`src/kfai_pkg.sv`:
```
// Shared types and constants for the keyframe alpha interpolator.
// No dependencies; used by kfai_cfg_regs and keyframe_alpha_interpolator.

package kfai_pkg;

  // Field widths
  localparam int HOLD_W  = 24;
  localparam int FADE_W  = 24;
  localparam int LEVEL_W = 13;
  localparam int TIME_W  = 32;
  localparam int COUNT_W = 5;
  localparam int SEG_W   = 4;
  localparam int SLOT_W  = 4;

  // Q16 fraction: one integer bit plus sixteen fraction bits
  localparam int FRAC_W    = 17;
  localparam int DIV_STEPS = 17;
  localparam int STEP_W    = 5;

  // Register map (word index taken from paddr[2])
  localparam logic REG_KEY_COUNT = 1'b0;

  // Request modes
  localparam logic MODE_WRITE = 1'b0;
  localparam logic MODE_QUERY = 1'b1;

  // One stored key
  typedef struct packed {
    logic [HOLD_W-1:0]  hold;
    logic [FADE_W-1:0]  fade;
    logic [LEVEL_W-1:0] level;
  } key_t;

  // Sequencer states
  typedef enum logic [8:0] {
    ST_IDLE  = 9'b000000001,
    ST_RD    = 9'b000000010,
    ST_HOLD  = 9'b000000100,
    ST_FADE  = 9'b000001000,
    ST_RDB   = 9'b000010000,
    ST_DIV   = 9'b000100000,
    ST_MUL   = 9'b001000000,
    ST_BLEND = 9'b010000000,
    ST_DONE  = 9'b100000000
  } state_t;

endpackage

```
`src/keyframe_alpha_interpolator.sv`:
```
// Top level of the keyframe alpha interpolator: key table, walk sequencer,
// shared subtractor, divider steps and blend. Depends on kfai_pkg and kfai_cfg_regs.

// A write request stores one key when it is accepted. A query request walks the
// keys from slot 0 through one shared 33-bit subtractor: each key visited
// takes a table read, a hold compare and a fade compare. A query that lands
// inside a fade before the last key, with a nonzero fade, then adds a table
// read of the next key, 17 restoring-division steps on the same subtractor for
// the Q16 fraction, one multiply and one rounding add. The block takes a new
// request only when the sequencer is idle; a finished result sits in the
// output register and does not stop the next request from being taken. The key
// table is not cleared by reset: query only keys that were written.

module keyframe_alpha_interpolator #(
  parameter int MAX_KEYS = 16
) (
  input  logic                          clk,
  input  logic                          rst_n,
  // Request channel
  input  logic                          in_valid,
  output logic                          in_ready,
  input  logic                          in_mode,
  input  logic [kfai_pkg::SLOT_W-1:0]   in_key_index,
  input  logic [kfai_pkg::HOLD_W-1:0]   in_hold_time,
  input  logic [kfai_pkg::FADE_W-1:0]   in_fade_time,
  input  logic [kfai_pkg::LEVEL_W-1:0]  in_key_level,
  input  logic [kfai_pkg::TIME_W-1:0]   in_query_time,
  // Result channel
  output logic                          out_valid,
  input  logic                          out_ready,
  output logic [kfai_pkg::LEVEL_W-1:0]  out_level_out,
  output logic [kfai_pkg::SEG_W-1:0]    out_segment,
  output logic                          out_in_fade,
  output logic                          out_past_end,
  output logic                          out_empty_error,
  // Configuration port
  input  logic                          psel,
  input  logic                          penable,
  input  logic                          pwrite,
  input  logic [2:0]                    paddr,
  input  logic [31:0]                   pwdata,
  output logic [31:0]                   prdata,
  output logic                          pready
);

  localparam int IW = (MAX_KEYS > 1) ? $clog2(MAX_KEYS) : 1;
  localparam int CW = (IW + 1 > kfai_pkg::COUNT_W) ? IW + 1 : kfai_pkg::COUNT_W;
  localparam int LW = kfai_pkg::LEVEL_W;

  // Configuration
  logic [kfai_pkg::COUNT_W-1:0] key_count;

  kfai_cfg_regs u_cfg (
    .clk       (clk),
    .rst_n     (rst_n),
    .psel      (psel),
    .penable   (penable),
    .pwrite    (pwrite),
    .paddr     (paddr),
    .pwdata    (pwdata),
    .prdata    (prdata),
    .pready    (pready),
    .key_count (key_count)
  );

  // Active key count saturated to the table depth, and last index
  logic [CW-1:0] count_ext;
  logic [CW-1:0] n_keys;
  logic [IW-1:0] last_idx;

  assign count_ext = CW'(key_count);
  assign n_keys    = (count_ext > CW'(MAX_KEYS)) ? CW'(MAX_KEYS) : count_ext;
  assign last_idx  = IW'(n_keys - CW'(1));

  // Key table
  kfai_pkg::key_t key_mem [MAX_KEYS];
  kfai_pkg::key_t rd_data_r;
  kfai_pkg::key_t wr_data;
  logic [IW-1:0]  wr_addr;
  logic           slot_ok;
  logic           in_fire;
  logic           wr_en;

  assign in_fire = in_valid && in_ready;
  assign slot_ok = ({5'b0, in_key_index} < 9'(MAX_KEYS));
  assign wr_en   = in_fire && (in_mode == kfai_pkg::MODE_WRITE) && slot_ok;
  assign wr_addr = IW'(in_key_index);
  assign wr_data = '{hold: in_hold_time, fade: in_fade_time, level: in_key_level};

  // Sequencer and datapath registers
  kfai_pkg::state_t              state_r,   state_nxt;
  logic [kfai_pkg::TIME_W-1:0]   t_r,       t_nxt;
  logic [IW-1:0]                 idx_r,     idx_nxt;
  logic [IW-1:0]                 rd_addr_r, rd_addr_nxt;
  logic [LW-1:0]                 lvl_r,     lvl_nxt;
  logic [LW-1:0]                 lvl_a_r,   lvl_a_nxt;
  logic [kfai_pkg::FADE_W-1:0]   fade_r,    fade_nxt;
  logic [kfai_pkg::FADE_W:0]     rem_r,     rem_nxt;
  logic [kfai_pkg::FRAC_W-1:0]   quo_r,     quo_nxt;
  logic [kfai_pkg::STEP_W-1:0]   cnt_r,     cnt_nxt;
  logic signed [31:0]            prod_r,    prod_nxt;
  logic                          fading_r,  fading_nxt;
  logic                          past_r,    past_nxt;
  logic                          empty_r,   empty_nxt;

  logic                          out_valid_r, out_valid_nxt;
  logic [LW-1:0]                 out_level_r;
  logic [kfai_pkg::SEG_W-1:0]    out_seg_r;
  logic                          out_fade_r;
  logic                          out_past_r;
  logic                          out_empty_r;
  logic                          out_load;

  // Write port and registered read port of the key table
  always_ff @(posedge clk) begin
    if (wr_en) begin
      key_mem[wr_addr] <= wr_data;
    end
    rd_data_r <= key_mem[rd_addr_r];
  end

  // Shared subtractor: hold and fade compares, then division steps
  logic [32:0]                 sub_a;
  logic [32:0]                 sub_b;
  logic [32:0]                 sub_d;
  logic                        sub_ge;
  logic                        sub_gt;
  logic [kfai_pkg::FADE_W:0]   dvd;

  assign dvd = (cnt_r == '0) ? rem_r : {rem_r[kfai_pkg::FADE_W-1:0], 1'b0};

  always_comb begin
    sub_a = '0;
    sub_b = '0;
    case (state_r)
      kfai_pkg::ST_HOLD: begin
        sub_a = {1'b0, t_r};
        sub_b = 33'(rd_data_r.hold);
      end
      kfai_pkg::ST_FADE: begin
        sub_a = {1'b0, t_r};
        sub_b = 33'(rd_data_r.fade);
      end
      kfai_pkg::ST_DIV: begin
        sub_a = 33'(dvd);
        sub_b = 33'(fade_r);
      end
      default: begin
        sub_a = '0;
        sub_b = '0;
      end
    endcase
  end

  assign sub_d  = sub_a - sub_b;
  assign sub_ge = !sub_d[32];
  assign sub_gt = sub_ge && (sub_d != '0);

  // Blend arithmetic
  logic signed [LW:0]   lvl_diff;
  logic signed [31:0]   prod_w;
  logic signed [31:0]   rnd;
  logic signed [LW+3:0] blend_sum;

  assign lvl_diff  = $signed({1'b0, rd_data_r.level}) - $signed({1'b0, lvl_a_r});
  assign prod_w    = 32'(lvl_diff * $signed({1'b0, quo_r}));
  assign rnd       = prod_r + 32'sd32768;
  assign blend_sum = $signed({4'b0, lvl_a_r}) + $signed(rnd[31:16]);

  // Output register is free when empty or being drained
  assign out_load = (state_r == kfai_pkg::ST_DONE) && (!out_valid_r || out_ready);

  // Sequencer
  always_comb begin
    state_nxt   = state_r;
    t_nxt       = t_r;
    idx_nxt     = idx_r;
    rd_addr_nxt = rd_addr_r;
    lvl_nxt     = lvl_r;
    lvl_a_nxt   = lvl_a_r;
    fade_nxt    = fade_r;
    rem_nxt     = rem_r;
    quo_nxt     = quo_r;
    cnt_nxt     = cnt_r;
    prod_nxt    = prod_r;
    fading_nxt  = fading_r;
    past_nxt    = past_r;
    empty_nxt   = empty_r;

    unique case (state_r)
      kfai_pkg::ST_IDLE: begin
        // Start a query; writes finish at the accept edge
        if (in_fire && (in_mode == kfai_pkg::MODE_QUERY)) begin
          t_nxt       = in_query_time;
          idx_nxt     = '0;
          rd_addr_nxt = '0;
          lvl_nxt     = '0;
          fading_nxt  = 1'b0;
          past_nxt    = 1'b0;
          empty_nxt   = (n_keys == '0);
          state_nxt   = (n_keys == '0) ? kfai_pkg::ST_DONE : kfai_pkg::ST_RD;
        end
      end
      kfai_pkg::ST_RD: begin
        state_nxt = kfai_pkg::ST_HOLD;
      end
      kfai_pkg::ST_HOLD: begin
        // Drop the hold, or stop inside it
        if (sub_gt) begin
          t_nxt     = sub_d[31:0];
          state_nxt = kfai_pkg::ST_FADE;
        end else begin
          lvl_nxt   = rd_data_r.level;
          state_nxt = kfai_pkg::ST_DONE;
        end
      end
      kfai_pkg::ST_FADE: begin
        if (sub_gt) begin
          // Past this key's fade: advance or run off the end
          t_nxt = sub_d[31:0];
          if (idx_r == last_idx) begin
            lvl_nxt   = rd_data_r.level;
            past_nxt  = 1'b1;
            state_nxt = kfai_pkg::ST_DONE;
          end else begin
            idx_nxt     = IW'(idx_r + 1'b1);
            rd_addr_nxt = IW'(idx_r + 1'b1);
            state_nxt   = kfai_pkg::ST_RD;
          end
        end else begin
          fading_nxt = 1'b1;
          lvl_nxt    = rd_data_r.level;
          if ((idx_r != last_idx) && (rd_data_r.fade != '0)) begin
            // Fetch the next key and set up the fraction division
            lvl_a_nxt   = rd_data_r.level;
            fade_nxt    = rd_data_r.fade;
            rem_nxt     = t_r[kfai_pkg::FADE_W:0];
            quo_nxt     = '0;
            cnt_nxt     = '0;
            rd_addr_nxt = IW'(idx_r + 1'b1);
            state_nxt   = kfai_pkg::ST_RDB;
          end else begin
            state_nxt = kfai_pkg::ST_DONE;
          end
        end
      end
      kfai_pkg::ST_RDB: begin
        state_nxt = kfai_pkg::ST_DIV;
      end
      kfai_pkg::ST_DIV: begin
        // One quotient bit per step
        rem_nxt = sub_ge ? sub_d[kfai_pkg::FADE_W:0] : dvd;
        quo_nxt = {quo_r[kfai_pkg::FRAC_W-2:0], sub_ge};
        cnt_nxt = kfai_pkg::STEP_W'(cnt_r + 1'b1);
        if (cnt_r == kfai_pkg::STEP_W'(kfai_pkg::DIV_STEPS - 1)) begin
          state_nxt = kfai_pkg::ST_MUL;
        end
      end
      kfai_pkg::ST_MUL: begin
        prod_nxt  = prod_w;
        state_nxt = kfai_pkg::ST_BLEND;
      end
      kfai_pkg::ST_BLEND: begin
        lvl_nxt   = blend_sum[LW-1:0];
        state_nxt = kfai_pkg::ST_DONE;
      end
      kfai_pkg::ST_DONE: begin
        if (out_load) begin
          state_nxt = kfai_pkg::ST_IDLE;
        end
      end
      default: begin
        state_nxt = kfai_pkg::ST_IDLE;
      end
    endcase
  end

  // Output valid: set on load, clear once taken
  always_comb begin
    out_valid_nxt = out_valid_r;
    if (out_load) begin
      out_valid_nxt = 1'b1;
    end else if (out_ready) begin
      out_valid_nxt = 1'b0;
    end
  end

  // Control registers
  always_ff @(posedge clk) begin
    if (!rst_n) begin
      state_r     <= kfai_pkg::ST_IDLE;
      out_valid_r <= 1'b0;
    end else begin
      state_r     <= state_nxt;
      out_valid_r <= out_valid_nxt;
    end
  end

  // Datapath registers
  always_ff @(posedge clk) begin
    t_r       <= t_nxt;
    idx_r     <= idx_nxt;
    rd_addr_r <= rd_addr_nxt;
    lvl_r     <= lvl_nxt;
    lvl_a_r   <= lvl_a_nxt;
    fade_r    <= fade_nxt;
    rem_r     <= rem_nxt;
    quo_r     <= quo_nxt;
    cnt_r     <= cnt_nxt;
    prod_r    <= prod_nxt;
    fading_r  <= fading_nxt;
    past_r    <= past_nxt;
    empty_r   <= empty_nxt;
    if (out_load) begin
      out_level_r <= lvl_r;
      out_seg_r   <= kfai_pkg::SEG_W'(idx_r);
      out_fade_r  <= fading_r;
      out_past_r  <= past_r;
      out_empty_r <= empty_r;
    end
  end

  assign in_ready        = (state_r == kfai_pkg::ST_IDLE);
  assign out_valid       = out_valid_r;
  assign out_level_out   = out_level_r;
  assign out_segment     = out_seg_r;
  assign out_in_fade     = out_fade_r;
  assign out_past_end    = out_past_r;
  assign out_empty_error = out_empty_r;

  // A result appears only when the sequencer finishes a query
  a_result_from_done: assert property (@(posedge clk) disable iff (!rst_n)
    $rose(out_valid) |-> $past(state_r == kfai_pkg::ST_DONE))
    else $error("result appeared without a finished query");

  // An empty-table result carries no level and no position flags
  a_empty_clean: assert property (@(posedge clk) disable iff (!rst_n)
    (out_valid && out_empty_error) |->
      (out_level_out == '0) && !out_in_fade && !out_past_end && (out_segment == '0))
    else $error("empty-table result carries data");

  // A time cannot be both inside a fade and past the last key
  a_fade_past_excl: assert property (@(posedge clk) disable iff (!rst_n)
    out_valid |-> !(out_in_fade && out_past_end))
    else $error("fade and past-end flags both set");

  // The division always runs its full step count before the multiply
  a_div_length: assert property (@(posedge clk) disable iff (!rst_n)
    (state_r == kfai_pkg::ST_MUL) |->
      $past(cnt_r == kfai_pkg::STEP_W'(kfai_pkg::DIV_STEPS - 1)))
    else $error("multiply entered before the division finished");

endmodule

```
`src/kfai_cfg_regs.sv`:
```
// APB-style configuration register file for the keyframe alpha interpolator.
// Holds key_count; depends on kfai_pkg.

module kfai_cfg_regs (
  input  logic                          clk,
  input  logic                          rst_n,
  input  logic                          psel,
  input  logic                          penable,
  input  logic                          pwrite,
  input  logic [2:0]                    paddr,
  input  logic [31:0]                   pwdata,
  output logic [31:0]                   prdata,
  output logic                          pready,
  output logic [kfai_pkg::COUNT_W-1:0]  key_count
);

  logic [kfai_pkg::COUNT_W-1:0] key_count_r;
  logic                         wr_en;

  // Complete every access without wait states
  assign pready = 1'b1;
  assign wr_en  = psel && penable && pwrite && pready
                  && (paddr[2] == kfai_pkg::REG_KEY_COUNT);

  // Hold the key count
  always_ff @(posedge clk) begin
    if (!rst_n) begin
      key_count_r <= '0;
    end else if (wr_en) begin
      key_count_r <= pwdata[kfai_pkg::COUNT_W-1:0];
    end
  end

  // Return the addressed register
  always_comb begin
    prdata = '0;
    if (paddr[2] == kfai_pkg::REG_KEY_COUNT) begin
      prdata = {{(32-kfai_pkg::COUNT_W){1'b0}}, key_count_r};
    end
  end

  assign key_count = key_count_r;

endmodule
```
`config.mk`:
```
export PLATFORM = sky130hd
export DESIGN_NAME = keyframe_alpha_interpolator
export DESIGN_NICKNAME = d
export VERILOG_FILES = /design/src/kfai_pkg.sv /design/src/keyframe_alpha_interpolator.sv /design/src/kfai_cfg_regs.sv
export SDC_FILE = /design/constraint.sdc
export NUM_CORES = 2
export LEC_CHECK = 0
export BUFFER_PORTS_ARGS = -buffer_cell sky130_fd_sc_hd__buf_2
export CAP_MARGIN = 30
export CELL_PAD_IN_SITES_DETAIL_PLACEMENT = 1
export CELL_PAD_IN_SITES_GLOBAL_PLACEMENT = 1
export CORE_UTILIZATION = 58
export CTS_CLUSTER_DIAMETER = 30
export CTS_CLUSTER_SIZE = 14
export DETAILED_ROUTE_END_ITERATION = 10
export PLACE_DENSITY_LB_ADDON = 0.1
export REMOVE_ABC_BUFFERS = 1
export SETUP_SLACK_MARGIN = 0.2
export SLEW_MARGIN = 20
export SYNTH_ARGS = -nofsm -noshare
export SYNTH_HDL_FRONTEND = slang
export SYNTH_SLANG_ARGS = --single-unit
```
`constraint.sdc`:
```
create_clock -name clk -period 20.6 [get_ports clk]
set_clock_uncertainty 0.1 [all_clocks]
set_input_delay 1.03 -clock clk [delete_from_list [all_inputs] [get_ports clk]]
set_output_delay 1.03 -clock clk [all_outputs]
set_load 0.005 [all_outputs]
```
* Word level (Yosys, flattened, before mapping) *
Memory sizes are Yosys's and may differ from the RTL's. A register that Yosys moved wholly into a read port is not among the register bits.
Cells that the tools add are included.

cells by class
  eq/ne operators = 25
  multiply operators = 1
  reduce and logical (&&, ||, !) cells = 32
  bitwise gates (word level) = 3
  $lt $le $gt $ge = 1
  mux-type cells = 49
  add/sub/neg operators = 7

operators by type and width
  kind                    count
  $pmux 32 s2             2
  $mux 25                 4
  $pmux 9 s9              1
  $mux 9                  8
  $pmux 24 s3             1
  $mux 32                 2
  $mux 13                 4
  $pmux 13 s4             1
  $pmux 25 s2             1
  $mux 17                 2
  $pmux 17 s2             1
  $reduce_bool 33->1      1
  $sub 33x33->33          1
  $add 29x17->29 const B  1
  $mul 14x18->29          1
  $reduce_bool 24->1      1
  $mux 4                  5
  $mux 5                  4
  $ne 2x2->1 const B      8
  $pmux 4 s2              2
  $reduce_and 4->1        4
  $reduce_and 3->1        5
  $sub 13x13->14          1
  $add 13x13->13          1
  other kinds (30)        56

storage, ports and cells
  output and inout port bits = 55
  register bits = 204
  word-level logic and storage cells = 140
  memories kept = 1
  bits in writable memories = 976

memories
  memory   depth  bits a word  read ports  clocked after memory_dff  write ports  RTL line                           RTL
  key_mem  16     61           1           1                         1            keyframe_alpha_interpolator.sv:76  kfai_pkg::key_t key_mem [MAX_KEYS];

* Logic depth before layout (Yosys ltp) *
  word-level depth = 8
  gate-level depth with buffers = 36
  gate-level depth less buffers = 35

* Modules after synthesis *
Synthesis repeated with hierarchy kept, for this count alone.

second synthesis, totals
  cells, all modules = 3469
  area total of the unflattened synthesis = 57117.3 um^2

by module, submodules not included
  module                       cells each  seq. area each (um^2)  instances  area each (um^2)
  keyframe_alpha_interpolator  3411        35954.5                1          56643.1
  kfai_cfg_regs                58          100.1                  1          474.2

* Worst setup path after synthesis *
Ideal clock, no wire load.

  path type = flip-flop to flip-flop
  start point = reg state_r[4]
  end point = reg cnt_r[0] (netlist name) (enable)
  required time = 19.978 ns
  data arrival time = 8.361 ns
  setup time = 0.522 ns
  setup slack = 11.617 ns
  cell stages (with the launch flop) = 21
  path buffers = 3
  cell sequence = dfxtp_1 nor4_1 nand2_1 nor3_1 clkbuf_1 buf_1 clkbuf_1 a32oi_1 ha_1 fa_1 nor2b_4 o31a_1 o21a_2 o31ai_1 a211oi_1 mux2i_1 nand2_1 or4_1 nor2_1 a21oi_2 o31ai_1

on the way
  longest elaborated chain between the ends = 8

ends and longest elaborated chain
  item                                                          RTL line                                                                RTL
  start: declaration                                            keyframe_alpha_interpolator.sv:91                                       kfai_pkg::state_t state_r, state_nxt;
  start signal: assignment                                      keyframe_alpha_interpolator.sv:291                                      state_r <= kfai_pkg::ST_IDLE;
  start signal: assignment                                      keyframe_alpha_interpolator.sv:294                                      state_r <= state_nxt;
  $eq 9x4->1 / $eq 9x3->1 (equally long branches)               keyframe_alpha_interpolator.sv:135, keyframe_alpha_interpolator.sv:190
  $reduce_or 2->1 (no source line)                              n/a
  $pmux 32 s2                                                   keyframe_alpha_interpolator.sv:135                                      case (state_r)
  $sub 33x33->33                                                keyframe_alpha_interpolator.sv:155                                      assign sub_d = sub_a - sub_b;
  $reduce_bool 33->1 / $logic_not 1->1 (equally long branches)  keyframe_alpha_interpolator.sv:157, keyframe_alpha_interpolator.sv:156
  $logic_and 1x1->1                                             keyframe_alpha_interpolator.sv:157                                      assign sub_gt = sub_ge && (sub_d != '0);
  $ne 2x2->1 (no source line)                                   n/a
  $reduce_and 3->1 (no source line) *                           n/a
  end signal: assignment                                        keyframe_alpha_interpolator.sv:309                                      cnt_r <= cnt_nxt;
  end: declaration                                              keyframe_alpha_interpolator.sv:100                                      logic [kfai_pkg::STEP_W-1:0] cnt_r, cnt_nxt;

Mark *: on every way between the ends. The rest lies on a longest branch, timed or not.
A chain may end at the register's enable or synchronous reset.

* Worst setup path after layout *
  start point = reg lvl_a_r[1]
  end point = reg prod_r[28] (data pin)

on the way
  longest elaborated chain between the ends = 2

ends and longest elaborated chain
  item                      RTL line                            RTL
  start: declaration        keyframe_alpha_interpolator.sv:96   logic [LW-1:0] lvl_a_r, lvl_a_nxt;
  start signal: assignment  keyframe_alpha_interpolator.sv:305  lvl_a_r <= lvl_a_nxt;
  $sub 13x13->14            keyframe_alpha_interpolator.sv:165  assign lvl_diff = $signed({1'b0, rd_data_r.level}) - $signed({1'b0, lvl_a_r});
  $mul 14x18->29            keyframe_alpha_interpolator.sv:166  assign prod_w = 32'(lvl_diff * $signed({1'b0, quo_r}));
  net prod_w[28]            keyframe_alpha_interpolator.sv:161  logic signed [31:0] prod_w;
  end signal: assignment    keyframe_alpha_interpolator.sv:310  prod_r <= prod_nxt;
  end: declaration          keyframe_alpha_interpolator.sv:101  logic signed [31:0] prod_r, prod_nxt;

The timed path passes the listed nets, and every way through them passes these cells.

==> flow_summary.ini <==
[run_status]
status = complete, no violations

[cells_and_area]
multi_input_area_sq_um = 19220
layout_common_cells = 1150 x edfxtp_1, 305 x mux4_2, 295 x nand2_1
finalNetCount = 4146
fin_cells = 5124
seqCellArea_sq_um = 36050
nFillCells = 8263
layout-drive-gt1-share_pct = 23.41
final_common_cell = edfxtp_1
syn_to_final_growth_pct = 16.01

[timing]
drv_slew = 0
hold_viol = 0
finalSetupViolCount = 0
tightest_slew_ns = 1.055
max_freq_mhz = 101.9
rsz0062_at_grt = false
min_period_over_period_pct = 47.65
period_needed_ns = 9.815
holdWs_ns = 0.3193
setup_slack_ns = 10.79
slew_headroom_pct = 29.66
tns_ns = 0

[global_routing]
grt_pass1_vias = 35940
grt_first_pass_wirelength_um = 235900
grt_max_degree = 154
gr-total-overflow = 0
antenna_found_initial = 11
grt.total_usage_pct = 33.18

[clocking]
cts_max_path_buffers = 3
ctsHtreeMaxLevel = 4
cts_made_buffers = 187
cts-root-buf = clkbuf_16
path_clk_slew_ns = 0.06
tritoncts = built
hold_buffers = 0
clkSinkCount = 1226
cts-resized-gates = 0
clock_latency_ns = 0.80
cts_setup_buffers = 0

[synth]
synth_top_area_share_pct = 60.94
postSynth.asyncResetShare_pct = 0
ys.flop_type = edfxtp_1
yosysTopAreaCell = edfxtp_1
synth_area_leaders = edfxtp_1 61%, mux4_2 12%, fa_1 6.4%
avgSynthCellArea_sq_um = 16.54
yosysUniqueCellTypes = 83
ys_ff_latch = 1226
synthCells = 3426
synth_area_sq_um = 56670
synth.yosys.seq_area_share_pct = 63.62
synth_edf_count = 1150
ys_warn_count = 0

[worst_setup_path]
worstSetupPathType = flip-flop to flip-flop
end_kind = flip-flop
arrival_ns = 10.22
path_common_cell = fa_1
critPathTopFamily = adder cells
required_ns = 21.00
crit_fanout = 17
start_kind = flip-flop
critPathBufInv = 4
crit_path_max_incr_delay_ns = 0.80
slowest_stage = a2111oi_0

[floorplan]
ioPinCount = 195
die_width_um = 314.6
core_sq_um = 96710
dieArea_sq_um = 98960
chipHeight_um = 314.6
initial_core_util_pct = 58.60
rows = 114

[routing]
wirelength_um = 161100
vias = 32630
wl_per_cell_um = 31.44
ant_nets = 0
viasPerCell = 6.367
drtIter0Drc = 3836
first_pass_iters = 9
drc = 0

[place]
gp_congestion = 0.9128
hpwlAfterDp_um = 92760
portBuffers = 137
post-place-ws_ns = 10.69
dpl.cell_count = 4759

[run]
max_cap_viol_count = 0

[min_path]
hp-class = flip-flop to flip-flop
[cell usage after synthesis, types with 5 or more instances]
cell and n:
a21oi_1 61, dfxtp_1 76, mux2i_1 30, buf_4 29, o211ai_1 5, o21a_1 14, xor2_1 30, mux4_2 305
a222oi_1 24, nand3_1 29, nand2_1 295, o31ai_1 11, fa_1 180, a211o_1 5, nor2b_1 48, and2_1 83
mux2_2 8, nor3b_1 6, xnor2_1 48, edfxtp_1 1150, o21bai_1 8, ha_1 148, nor4_1 10, a211oi_1 9
inv_1 249, buf_1 28, nand2b_1 14, nor2_1 123, clkbuf_1 115, o21ai_0 113, a21o_1 21, or3_1 8
or2_2 15, and3_1 8, nand3b_1 7, nor3_1 29, a21boi_0 5
[metrics by stage]
stage               utilization, %  cell area, sq um
global placement             61.00             58990
finish                       67.99             65750
detailed placement           61.05             59040
global route                 67.98             65740
floorplan                        -             56010
CTS                          67.83             65600
[final timing paths]
kind / from / endpoint / slack, ns / cells past startpoint
worst min-delay path: lvl_r[9]$_DFFE_PP_ / out_level_out[9]$_DFFE_PP_ / 0.32 / 0
worst min register to register: lvl_r[9]$_DFFE_PP_ / out_level_out[9]$_DFFE_PP_ / 0.32 / 0
worst max-delay path: lvl_a_r[1]$_DFFE_PP_ / prod_r[28]$_DFFE_PP_ / 10.79 / 28
worst max register to register: lvl_a_r[1]$_DFFE_PP_ / prod_r[28]$_DFFE_PP_ / 10.79 / 28
[registers in the layout, summed over array words and instances, names as in the netlist, 14 cells and up]
register   flops
rem_r         25
key_mem      976
fade_r        24
t_r           32
quo_r         17
prod_r        14
rd_data_r     61
[cells by family after synthesis]
| group | share of synthesized area, % |
|---|---|
| mux | 12.81 |
| buf+inv | 3.003 |
| flops | 63.62 |
| xor+xnor | 1.245 |
| other cells | 0.01325 |
| fa+ha+maj | 9.626 |
| simple gates | 5.893 |
| compound gates | 3.791 |
[layout make-up]
| cell class | count | share of cell area, % |
|---|---|---|
| Sequential cell | 1226 | 54.84 |
| Timing Repair Buffer | 210 | 2.078 |
| Clock buffer | 223 | 7.593 |
| Inverter | 251 | 1.433 |
| Antenna cell | 4 | 0.01522 |
| Tap cell | 1276 | 2.428 |
| Clock inverter | 132 | 2.383 |
| Multi-Input combinational cell | 1802 | 29.23 |
[routing by layer]
| layer | routed length [um] | global-route usage [%] | vias to the layer above |
|---|---|---|---|
| met2 | 84460 | 57.88 | 1642 |
| met5 | 45 | 0 | - |
| met4 | 6139 | 14.27 | 8 |
| met3 | 11530 | 5.158 | 347 |
| li1 | - | - | 13490 |
| met1 | 58910 | 41.29 | 17140 |
Power is left out: the tool's default activity adds up to more than one toggle a clock period on the data nets, which glitch-free logic cannot reach.
